### src/rtl/ntc_pkg.sv
`timescale 1ns / 1ps
`default_nettype none
// ----------------------------------------------------------------------------
// ntc_pkg
// Shared types and constants for the thermistor sample converter.
// ----------------------------------------------------------------------------
package ntc_pkg;

    localparam int SampleW = 16;
    localparam int TempW   = 16;
    localparam int AccW    = 66;
    localparam int StartSamples = 3;

    localparam logic [1:0] CH_LENS    = 2'd0;
    localparam logic [1:0] CH_SHUTTER = 2'd1;
    localparam logic [1:0] CH_FPA     = 2'd2;
    localparam logic [1:0] CH_NONE    = 2'd3;

    localparam logic [0:0] REG_TEMP_LOW  = 1'd0;
    localparam logic [0:0] REG_TEMP_HIGH = 1'd1;

    localparam logic [63:0] CubicC0  = 64'd127361304901973000;
    localparam logic [63:0] CubicC1  = 64'd18218076216914;
    localparam logic [63:0] CubicC2  = 64'd1218402729;
    localparam logic [63:0] CubicC3  = 64'd40235;
    localparam logic [63:0] CubicDiv = 64'd10000000000000;
    localparam logic [63:0] LinC0    = 64'd3712900;
    localparam logic [63:0] LinC1    = 64'd201;
    localparam logic [63:0] LinDiv   = 64'd100;

    // request to the arithmetic unit
    typedef struct packed {
        logic               start;
        logic               linear;
        logic [SampleW-1:0] x;
    } ntc_req_t;

    // answer from the arithmetic unit
    typedef struct packed {
        logic                    done;
        logic signed [TempW-1:0] temp;
    } ntc_rsp_t;

endpackage
`default_nettype wire

### src/rtl/ntc_if.sv
`timescale 1ns / 1ps
`default_nettype none
// ----------------------------------------------------------------------------
// ntc_if
// Valid/ready channel interfaces for samples, results and register writes.
// ----------------------------------------------------------------------------
interface ntc_in_if;
    logic        valid;
    logic        ready;
    logic [1:0]  channel;
    logic [15:0] sample;
    modport source (output valid, channel, sample, input ready);
    modport sink   (input valid, channel, sample, output ready);
endinterface

interface ntc_out_if;
    logic        valid;
    logic        ready;
    logic [1:0]  channel_echo;
    logic [15:0] temperature;
    logic        temp_valid;
    logic        start_captured;
    logic [15:0] start_sample;
    modport source (output valid, channel_echo, temperature, temp_valid,
                    start_captured, start_sample, input ready);
    modport sink   (input valid, channel_echo, temperature, temp_valid,
                    start_captured, start_sample, output ready);
endinterface

interface ntc_cfg_if;
    logic        valid;
    logic        ready;
    logic [0:0]  index;
    logic [15:0] data;
    modport source (output valid, index, data, input ready);
    modport sink   (input valid, index, data, output ready);
endinterface
`default_nettype wire

### src/rtl/ntc_mac.sv
`timescale 1ns / 1ps
`default_nettype none
// ----------------------------------------------------------------------------
// ntc_mac
// Bit-serial polynomial evaluator and restoring divider with saturation.
// ----------------------------------------------------------------------------
module ntc_mac
    import ntc_pkg::*;
(
    input  wire logic     clk,
    input  wire logic     rst_n,
    input  wire ntc_req_t req,
    output ntc_rsp_t      rsp
);

    typedef enum logic [9:0] {
        ST_IDLE = 10'b0000000001,
        ST_SQ   = 10'b0000000010,
        ST_CUBE = 10'b0000000100,
        ST_NEG3 = 10'b0000001000,
        ST_NEG1 = 10'b0000010000,
        ST_POS  = 10'b0000100000,
        ST_LIN  = 10'b0001000000,
        ST_SUM  = 10'b0010000000,
        ST_DIV  = 10'b0100000000,
        ST_DONE = 10'b1000000000
    } mac_state_t;

    mac_state_t state_reg, state_next;
    logic [5:0]  cnt_reg, cnt_next;
    logic        lin_reg, lin_next;
    logic [15:0] x_reg, x_next;
    logic [31:0] mul_b_reg, mul_b_next;
    logic [63:0] mul_a_reg, mul_a_next;
    logic [63:0] prod_reg, prod_next;
    logic [31:0] x2_reg, x2_next;
    logic [63:0] nsum_reg, nsum_next;
    logic [AccW-1:0] num_reg, num_next;
    logic [AccW-1:0] rem_reg, rem_next;
    logic [AccW-1:0] quo_reg, quo_next;
    logic        neg_reg, neg_next;
    logic signed [TempW-1:0] temp_reg, temp_next;

    logic [63:0] dv, step_sum;
    logic [5:0]  last_cnt;
    logic [AccW-1:0] rem_sh;

    assign dv = lin_reg ? LinDiv : CubicDiv;
    assign rsp.done = (state_reg == ST_DONE);
    assign rsp.temp = temp_reg;

    // shift-add step, x^2 coefficient term runs over 32 multiplier bits
    assign step_sum = mul_b_reg[0] ? (prod_reg + mul_a_reg) : prod_reg;
    assign last_cnt = (state_reg == ST_POS) ? 6'd31 : 6'd15;

    assign rem_sh = {rem_reg[AccW-2:0], num_reg[AccW-1]};

    // sequencer
    always_comb
    begin
        state_next = state_reg;
        cnt_next   = cnt_reg;
        lin_next   = lin_reg;
        x_next     = x_reg;
        mul_a_next = mul_a_reg;
        mul_b_next = mul_b_reg;
        prod_next  = prod_reg;
        x2_next    = x2_reg;
        nsum_next  = nsum_reg;
        num_next   = num_reg;
        rem_next   = rem_reg;
        quo_next   = quo_reg;
        neg_next   = neg_reg;
        temp_next  = temp_reg;
        unique case (state_reg) inside
            ST_IDLE:
            begin
                if (req.start)
                begin
                    lin_next   = req.linear;
                    x_next     = req.x;
                    mul_a_next = req.linear ? LinC1 : {48'd0, req.x};
                    mul_b_next = {16'd0, req.x};
                    prod_next  = '0;
                    cnt_next   = '0;
                    state_next = req.linear ? ST_LIN : ST_SQ;
                end
            end
            ST_SQ, ST_CUBE, ST_NEG3, ST_NEG1, ST_POS, ST_LIN:
            begin
                // one multiplier bit per cycle
                prod_next  = step_sum;
                mul_a_next = {mul_a_reg[62:0], 1'b0};
                mul_b_next = {1'b0, mul_b_reg[31:1]};
                cnt_next   = cnt_reg + 6'd1;
                if (cnt_reg == last_cnt)
                begin
                    cnt_next = '0;
                    unique case (state_reg)
                        ST_SQ:
                        begin
                            // x^2 done, multiply it by x next
                            x2_next    = step_sum[31:0];
                            mul_a_next = {32'd0, step_sum[31:0]};
                            mul_b_next = {16'd0, x_reg};
                            prod_next  = '0;
                            state_next = ST_CUBE;
                        end
                        ST_CUBE:
                        begin
                            // x^3 done, start the negative half with the cubic term
                            mul_a_next = {16'd0, step_sum[47:0]};
                            mul_b_next = CubicC3[31:0];
                            prod_next  = '0;
                            state_next = ST_NEG3;
                        end
                        ST_NEG3:
                        begin
                            // add the linear term onto the same sum
                            mul_a_next = CubicC1;
                            mul_b_next = {16'd0, x_reg};
                            state_next = ST_NEG1;
                        end
                        ST_NEG1:
                        begin
                            // negative half kept, positive half starts at the offset
                            nsum_next  = step_sum;
                            mul_a_next = CubicC2;
                            mul_b_next = x2_reg;
                            prod_next  = CubicC0;
                            state_next = ST_POS;
                        end
                        ST_POS:
                            state_next = ST_SUM;
                        ST_LIN:
                        begin
                            nsum_next  = step_sum;
                            prod_next  = LinC0;
                            state_next = ST_SUM;
                        end
                        default: ;
                    endcase
                end
            end
            ST_SUM:
            begin
                // sign and magnitude of the numerator, bottom two bits zero
                if (prod_reg >= nsum_reg)
                begin
                    num_next = {prod_reg - nsum_reg, 2'b00};
                    neg_next = 1'b0;
                end
                else
                begin
                    num_next = {nsum_reg - prod_reg, 2'b00};
                    neg_next = 1'b1;
                end
                rem_next   = '0;
                quo_next   = '0;
                cnt_next   = '0;
                state_next = ST_DIV;
            end
            ST_DIV:
            begin
                // restoring division, one quotient bit per cycle, 64 steps
                num_next = {num_reg[AccW-2:0], 1'b0};
                if (rem_sh >= {2'b00, dv})
                begin
                    rem_next = rem_sh - {2'b00, dv};
                    quo_next = {quo_reg[AccW-2:0], 1'b1};
                end
                else
                begin
                    rem_next = rem_sh;
                    quo_next = {quo_reg[AccW-2:0], 1'b0};
                end
                cnt_next = cnt_reg + 6'd1;
                if (cnt_reg == 6'd63)
                    state_next = ST_DONE;
            end
            ST_DONE:
            begin
                state_next = ST_IDLE;
            end
            default:
                state_next = ST_IDLE;
        endcase
        // saturate on the final division step
        if (state_reg == ST_DIV && cnt_reg == 6'd63)
        begin
            if (!neg_reg)
                temp_next = (quo_next > 66'd32767) ? 16'sd32767 : quo_next[15:0];
            else if (quo_next > 66'd32768)
                temp_next = -16'sd32768;
            else
                temp_next = 16'(-quo_next[16:0]);
        end
    end

    always_ff @(posedge clk or negedge rst_n)
    begin
        if (!rst_n)
        begin
            state_reg <= ST_IDLE;
            cnt_reg   <= '0;
        end
        else
        begin
            state_reg <= state_next;
            cnt_reg   <= cnt_next;
        end
    end

    always_ff @(posedge clk)
    begin
        lin_reg   <= lin_next;
        x_reg     <= x_next;
        mul_a_reg <= mul_a_next;
        mul_b_reg <= mul_b_next;
        prod_reg  <= prod_next;
        x2_reg    <= x2_next;
        nsum_reg  <= nsum_next;
        num_reg   <= num_next;
        rem_reg   <= rem_next;
        quo_reg   <= quo_next;
        neg_reg   <= neg_next;
        temp_reg  <= temp_next;
    end

endmodule
`default_nettype wire

### src/rtl/ntc_sample_to_temperature.sv
`timescale 1ns / 1ps
`default_nettype none
// ----------------------------------------------------------------------------
// ntc_sample_to_temperature
// Converts thermistor samples to hundredths of a degree with window check.
// ----------------------------------------------------------------------------
// One item at a time. A lens or shutter item passes through the arithmetic
// unit in order: the bit-serial shift-add products (x^2, x^3 and the three
// coefficient terms, 16 multiplier bits each, 32 for the x^2 term), a step
// to compare and subtract the two numerator halves, the one-bit-per-cycle
// divider by 10^13 and a step to hand the result over. A focal-plane item
// has a single 16-bit product, then the compare, the divide and the hand-over;
// a channel-none item skips the arithmetic and its result shows in the next
// cycle. The result waits in an output register until taken, and the input
// opens again in the cycle after that.
module ntc_sample_to_temperature
    import ntc_pkg::*;
(
    input  wire logic clk,
    input  wire logic rst_n,
    ntc_in_if.sink    in_ch,
    ntc_out_if.source out_ch,
    ntc_cfg_if.sink   cfg
);

    typedef enum logic [2:0] {
        ST_IDLE = 3'b001,
        ST_BUSY = 3'b010,
        ST_OUT  = 3'b100
    } top_state_t;

    top_state_t state_reg;
    logic signed [15:0] low_reg, high_reg;
    logic [1:0]  chan_reg;
    logic [1:0]  scount_reg;
    logic        sdone_reg;
    logic [15:0] svalue_reg;
    logic        capt_reg;
    logic signed [15:0] temp_reg;
    logic        tvalid_reg;
    ntc_req_t    req;
    ntc_rsp_t    rsp;
    logic        acc;
    logic [1:0]  scount_inc;

    assign in_ch.ready = (state_reg == ST_IDLE);
    assign cfg.ready   = 1'b1;
    assign acc = in_ch.valid && in_ch.ready;
    assign scount_inc = scount_reg + 2'd1;

    assign req.start  = acc && (in_ch.channel != CH_NONE);
    assign req.linear = (in_ch.channel == CH_FPA);
    assign req.x      = in_ch.sample;

    ntc_mac u_mac (.clk(clk), .rst_n(rst_n), .req(req), .rsp(rsp));

    assign out_ch.valid          = (state_reg == ST_OUT);
    assign out_ch.channel_echo   = chan_reg;
    assign out_ch.temperature    = temp_reg;
    assign out_ch.temp_valid     = tvalid_reg;
    assign out_ch.start_captured = capt_reg;
    assign out_ch.start_sample   = svalue_reg;

    // control, window registers and start reference
    always_ff @(posedge clk or negedge rst_n)
    begin
        if (!rst_n)
        begin
            state_reg  <= ST_IDLE;
            low_reg    <= -16'sd2000;
            high_reg   <= 16'sd7000;
            scount_reg <= '0;
            sdone_reg  <= 1'b0;
            svalue_reg <= '0;
        end
        else
        begin
            if (cfg.valid)
            begin
                unique case (cfg.index)
                    REG_TEMP_LOW:  low_reg  <= cfg.data;
                    REG_TEMP_HIGH: high_reg <= cfg.data;
                    default: ;
                endcase
            end
            unique case (state_reg)
                ST_IDLE:
                begin
                    if (acc)
                    begin
                        state_reg <= (in_ch.channel == CH_NONE) ? ST_OUT : ST_BUSY;
                        if (in_ch.channel == CH_SHUTTER && !sdone_reg)
                        begin
                            scount_reg <= scount_inc;
                            if (scount_inc == 2'(StartSamples))
                            begin
                                sdone_reg  <= 1'b1;
                                svalue_reg <= in_ch.sample;
                            end
                        end
                    end
                end
                ST_BUSY:
                    if (rsp.done)
                        state_reg <= ST_OUT;
                ST_OUT:
                    if (out_ch.ready)
                        state_reg <= ST_IDLE;
                default:
                    state_reg <= ST_IDLE;
            endcase
        end
    end

    // result payload
    always_ff @(posedge clk)
    begin
        if (acc)
        begin
            chan_reg   <= in_ch.channel;
            capt_reg   <= (in_ch.channel == CH_SHUTTER) && !sdone_reg
                          && (scount_inc == 2'(StartSamples));
            temp_reg   <= '0;
            tvalid_reg <= 1'b0;
        end
        else if (state_reg == ST_BUSY && rsp.done)
        begin
            temp_reg   <= rsp.temp;
            tvalid_reg <= (rsp.temp >= low_reg) && (rsp.temp <= high_reg);
        end
    end

endmodule
`default_nettype wire

### src/flat_wrapper.sv
// flat-port wrapper written by rule: the top's interface ports become plain ports
module ntc_sample_to_temperature_flat import ntc_pkg::*;
  (clk, rst_n, in_ch_valid, in_ch_channel, in_ch_sample, in_ch_ready, out_ch_valid, out_ch_channel_echo, out_ch_temperature, out_ch_temp_valid, out_ch_start_captured, out_ch_start_sample, out_ch_ready, cfg_valid, cfg_index, cfg_data, cfg_ready);
  ntc_in_if in_ch_i ();
  ntc_out_if out_ch_i ();
  ntc_cfg_if cfg_i ();
  input  wire logic clk;
  input  wire logic rst_n;
  input wire logic [$bits(in_ch_i.valid)-1:0] in_ch_valid;
  input wire logic [$bits(in_ch_i.channel)-1:0] in_ch_channel;
  input wire logic [$bits(in_ch_i.sample)-1:0] in_ch_sample;
  output wire logic [$bits(in_ch_i.ready)-1:0] in_ch_ready;
  output wire logic [$bits(out_ch_i.valid)-1:0] out_ch_valid;
  output wire logic [$bits(out_ch_i.channel_echo)-1:0] out_ch_channel_echo;
  output wire logic [$bits(out_ch_i.temperature)-1:0] out_ch_temperature;
  output wire logic [$bits(out_ch_i.temp_valid)-1:0] out_ch_temp_valid;
  output wire logic [$bits(out_ch_i.start_captured)-1:0] out_ch_start_captured;
  output wire logic [$bits(out_ch_i.start_sample)-1:0] out_ch_start_sample;
  input wire logic [$bits(out_ch_i.ready)-1:0] out_ch_ready;
  input wire logic [$bits(cfg_i.valid)-1:0] cfg_valid;
  input wire logic [$bits(cfg_i.index)-1:0] cfg_index;
  input wire logic [$bits(cfg_i.data)-1:0] cfg_data;
  output wire logic [$bits(cfg_i.ready)-1:0] cfg_ready;
  assign in_ch_i.valid = in_ch_valid;
  assign in_ch_i.channel = in_ch_channel;
  assign in_ch_i.sample = in_ch_sample;
  assign in_ch_ready = in_ch_i.ready;
  assign out_ch_valid = out_ch_i.valid;
  assign out_ch_channel_echo = out_ch_i.channel_echo;
  assign out_ch_temperature = out_ch_i.temperature;
  assign out_ch_temp_valid = out_ch_i.temp_valid;
  assign out_ch_start_captured = out_ch_i.start_captured;
  assign out_ch_start_sample = out_ch_i.start_sample;
  assign out_ch_i.ready = out_ch_ready;
  assign cfg_i.valid = cfg_valid;
  assign cfg_i.index = cfg_index;
  assign cfg_i.data = cfg_data;
  assign cfg_ready = cfg_i.ready;
  ntc_sample_to_temperature u_core (.clk(clk), .rst_n(rst_n), .in_ch(in_ch_i), .out_ch(out_ch_i), .cfg(cfg_i));
endmodule
### config.mk
export PLATFORM = sky130hd
export DESIGN_NAME = ntc_sample_to_temperature_flat
export DESIGN_NICKNAME = d
export VERILOG_FILES = /design/src/rtl/ntc_pkg.sv /design/src/rtl/ntc_if.sv /design/src/rtl/ntc_mac.sv /design/src/rtl/ntc_sample_to_temperature.sv /design/src/flat_wrapper.sv
export SDC_FILE = /design/constraint.sdc
export NUM_CORES = 2
export LEC_CHECK = 0
export BUFFER_PORTS_ARGS = -buffer_cell sky130_fd_sc_hd__clkbuf_2
export CAP_MARGIN = 10
export CORE_ASPECT_RATIO = 0.8
export CORE_MARGIN = 5
export CORE_UTILIZATION = 25
export CTS_BUF_LIST = sky130_fd_sc_hd__clkbuf_8
export CTS_CLUSTER_DIAMETER = 100
export DETAILED_ROUTE_END_ITERATION = 10
export GPL_TIMING_DRIVEN = 0
export PLACE_DENSITY = 0.44
export SLEW_MARGIN = 25
export SYNTH_ARGS = -nofsm -noshare
export SYNTH_HDL_FRONTEND = slang
export SYNTH_HIERARCHICAL = 1
export SYNTH_SLANG_ARGS = --single-unit
export TNS_END_PERCENT = 50
### constraint.sdc
create_clock -name clk -period 10.7 [get_ports clk]
set_clock_uncertainty 0.15 [all_clocks]
set_input_delay 0 -clock clk [delete_from_list [all_inputs] [get_ports clk]]
set_output_delay 0 -clock clk [all_outputs]
set_load 0.05 [all_outputs]
==> flow_summary.json <==
{
  "status": "finished clean",
  "syn_to_final_growth_pct": 17.4,
  "synth_area_sq_mm": 0.0380,
  "via_count": 33333,
  "crit_path_cell_trace": "inv_1 > ha_1 > clkbuf_1 > a21o_1 > a31oi_1 > a21oi_1 > o2111a_1 > o211ai_2 > and2_1 > buf_6 > buf_6 > o21ai_0 > inv_1 > ha_1 > o211ai_1 > nor3_1 > and2_1 > nand2_1 > a21oi_1 > clkbuf_1 > nor2_1 > a211oi_1",
  "async_flop_share_pct": 12.2,
  "drive_above_1_share_pct": 10.2,
  "num_rows": 128,
  "layout_common_cells": "edfxtp_1, a21oi_1, nand2_1",
  "viasPerCell": 5.14,
  "die_area_sq_mm": 0.160,
  "gr-total-overflow": 0,
  "yosysUniqueCellTypes": 113,
  "reg2reg_depth": 22,
  "crit_cells": 22,
  "ctsResizeCount": 0,
  "synth-main-ff-cell": "edfxtp_1",
  "cts-htree-levels": 3,
  "cts_hold_buf": 101,
  "arrival_ns": 7.28,
  "drv_slew": 0,
  "cp_max_fo": 16,
  "cts_made_buffers": 107,
  "slew_headroom_pct": 19.4,
  "start_util_pct": 25.1,
  "p_per_area_mw_per_mm2": 316,
  "ant_nets": 0,
  "grt_pass1_vias": 32362,
  "grt_max_degree": 83,
  "critPathTopFamily": "compound AO/OA/AOI/OAI gates",
  "antenna_found_initial": 7,
  "vdd_drop_max_v": 0.000172,
  "path_clk_slew_ns": 0.06,
  "start_kind": "flip-flop",
  "post_drt_wl_per_cell_microns": 21.6,
  "max_cap_viol_count": 0,
  "rsz0062_at_grt": "no",
  "cts_tree": "yes",
  "die_width_microns": 446,
  "grt_usage_pct": 17.0,
  "cp_data_required_time_ns": 11.20,
  "finalSetupViolCount": 0,
  "cts_setup_buffers": 0,
  "nets": 4662,
  "drc": 0,
  "cpMaxStageDelayCell": "edfxtp_1",
  "yosysWarningCount": 6,
  "final_common_cell": "edfxtp_1",
  "synthCells": 4076,
  "place_area_sq_mm": 0.0413,
  "synth_edf_count": 422,
  "core-area_sq_mm": 0.152,
  "numPortBuffers": 77,
  "gp_congestion": 0.882,
  "ioPinCount": 79,
  "die_h_microns": 359,
  "largest_register_ffs": 66,
  "cellLeakagePower_nw": 17.7,
  "critPathKind": "flip-flop to flip-flop",
  "avgSynthCellArea_sq_um": 9.33,
  "synth_nets": 4362,
  "dp_slack_ns": 3.95,
  "crit_path_end_kind": "flip-flop",
  "grt_pass1_wl_microns": 209000,
  "synth_seq_area_share_pct": 42.3,
  "clock_latency_ns": 0.87,
  "worstHoldPathCells": 3,
  "whs_ns": 0.116,
  "layout_setup_ws_ns": 3.92,
  "final.min_clock_period_ns": 6.78,
  "max_freq_mhz": 148,
  "worstMarginPinSlew_ns": 1.21,
  "setup_tns_ns": 0,
  "timing.final.crit_share_pct": 63.3,
  "cp_num_buf_inv": 6,
  "synth-seq-cells": 575,
  "clock_path_buffers": 3,
  "slowest_delay_ns": 0.89,
  "firstDrtPassIters": 6,
  "hold_path_class": "primary input to flip-flop",
  "routed_wl_microns": 140000,
  "cts.sinks": 575,
  "finalHoldViolations": 0,
  "totalPowerFinal_mw": 14.1,
  "dpl.hpwl_microns": 108000,
  "clockRootBuffer": "clkbuf_8",
  "drt_iter0_markers": 3101,
  "design_area_sq_mm": 0.0446
}
==> synthesized netlist by cell type, types with 12 or more instances <==
cell | number | area, sq um
nand2b_1 | 20 | 125
mux2i_1 | 84 | 841
nand4_1 | 64 | 400
xor2_1 | 57 | 499
o21ai_1 | 12 | 60.1
nor4_1 | 32 | 200
o21bai_1 | 50 | 375
nor2b_1 | 26 | 163
dfstp_2 | 16 | 420
o211ai_1 | 24 | 180
and3_1 | 45 | 282
nand2_1 | 361 | 1360
o21ai_0 | 295 | 1480
or2_2 | 13 | 81.3
and2_1 | 26 | 163
inv_1 | 274 | 1030
o2bb2ai_1 | 13 | 114
edfxtp_1 | 422 | 12700
o31ai_1 | 20 | 150
buf_2 | 32 | 160
a221oi_1 | 36 | 315
a21oi_1 | 397 | 1990
nand3_1 | 68 | 340
dfrtp_1 | 54 | 1350
a211oi_1 | 38 | 285
clkbuf_1 | 157 | 589
o21a_1 | 21 | 158
a221o_1 | 17 | 170
xnor2_1 | 98 | 858
nor3_1 | 68 | 340
a21o_1 | 112 | 841
or3_1 | 39 | 244
a22oi_1 | 29 | 218
nor2_1 | 329 | 1230
a22o_1 | 58 | 508
dfxtp_1 | 83 | 1660
ha_1 | 243 | 3040
a31oi_1 | 47 | 294
mux2_2 | 38 | 428
==> logic make-up after synthesis <==
family	count (synthesis)	share of synthesized area, %
AO/OA/AOI/OAI	1299	22.0
XOR/XNOR	155	3.57
adder cells (fa/ha/maj)	246	8.15
buffers and inverters	491	5.15
flip-flops	575	42.3
multiplexers	132	3.72
other	1	0.00986
AND/OR/NAND/NOR	1177	15.1
==> stage by stage <==
stage,cells,utilization (%)
after floorplan,4076,-
after global placement,6168,27.0
after detailed placement,6181,27.2
after CTS,6478,29.4
after global routing,6480,29.4
final,6483,29.4
==> final timing paths <==
check | slack (ns) | from | endpoint
max reg2reg | 3.92 | u_core/u_mac/lin_reg$_DFFE_PP_ | u_core/u_mac/temp_reg[9]$_DFFE_PP_
max in group asynchronous | 9.01 | rst_n | u_core/u_mac/state_reg[0]$_DFFE_PN1P_
min | 0.12 | in_ch_channel[0] | u_core/out_ch.start_captured$_DFFE_PP_
min in group asynchronous | 0.61 | rst_n | u_core/state_reg[2]$_DFFE_PN0P_
min reg2reg | 0.31 | u_core/out_ch.temperature[9]$_SDFFE_PP0P_ | u_core/out_ch.temperature[9]$_SDFFE_PP0P_
max | 3.92 | u_core/u_mac/lin_reg$_DFFE_PP_ | u_core/u_mac/temp_reg[9]$_DFFE_PP_
==> final cells by class <==
cell class / instances / area, sq um
fillers: 16211 / 107000
multi-input cells: 3010 / 20000
flip-flops and latches: 575 / 16100
well taps: 2015 / 2520
clock buffers: 128 / 1760
repair buffers: 191 / 1690
inverters: 276 / 1050
plain buffers: 215 / 937
clock inverters: 68 / 557
diodes: 5 / 12.5
==> routing by layer <==
metal | track usage [%] | share of wire (%) | wire (microns)
met1 | 25.5 | 49 | 69000
met2 | 24.6 | 41 | 58000
met3 | 3.82 | 7.5 | 10500
met4 | 3.83 | 1.8 | 2530
met5 | 0 | 0.0093 | 13
==> report_power, final <==
group | switching [mW] | leakage (nW) | internal [mW] | total [mW]
combinational | 5.33 | 11.0 | 2.68 | 8.01
sequential | 0.375 | 5.35 | 3.37 | 3.75
clock | 1.07 | 1.29 | 1.29 | 2.36
total | 6.77 | 17.7 | 7.34 | 14.1
==> worst min-delay path: stages <==
cell,delay [ns]
dlygate4sd3_1,0.53
clkbuf_2,0.19
and3_1,0.25
No activity file was read; power rests on OpenSTA's default activity.
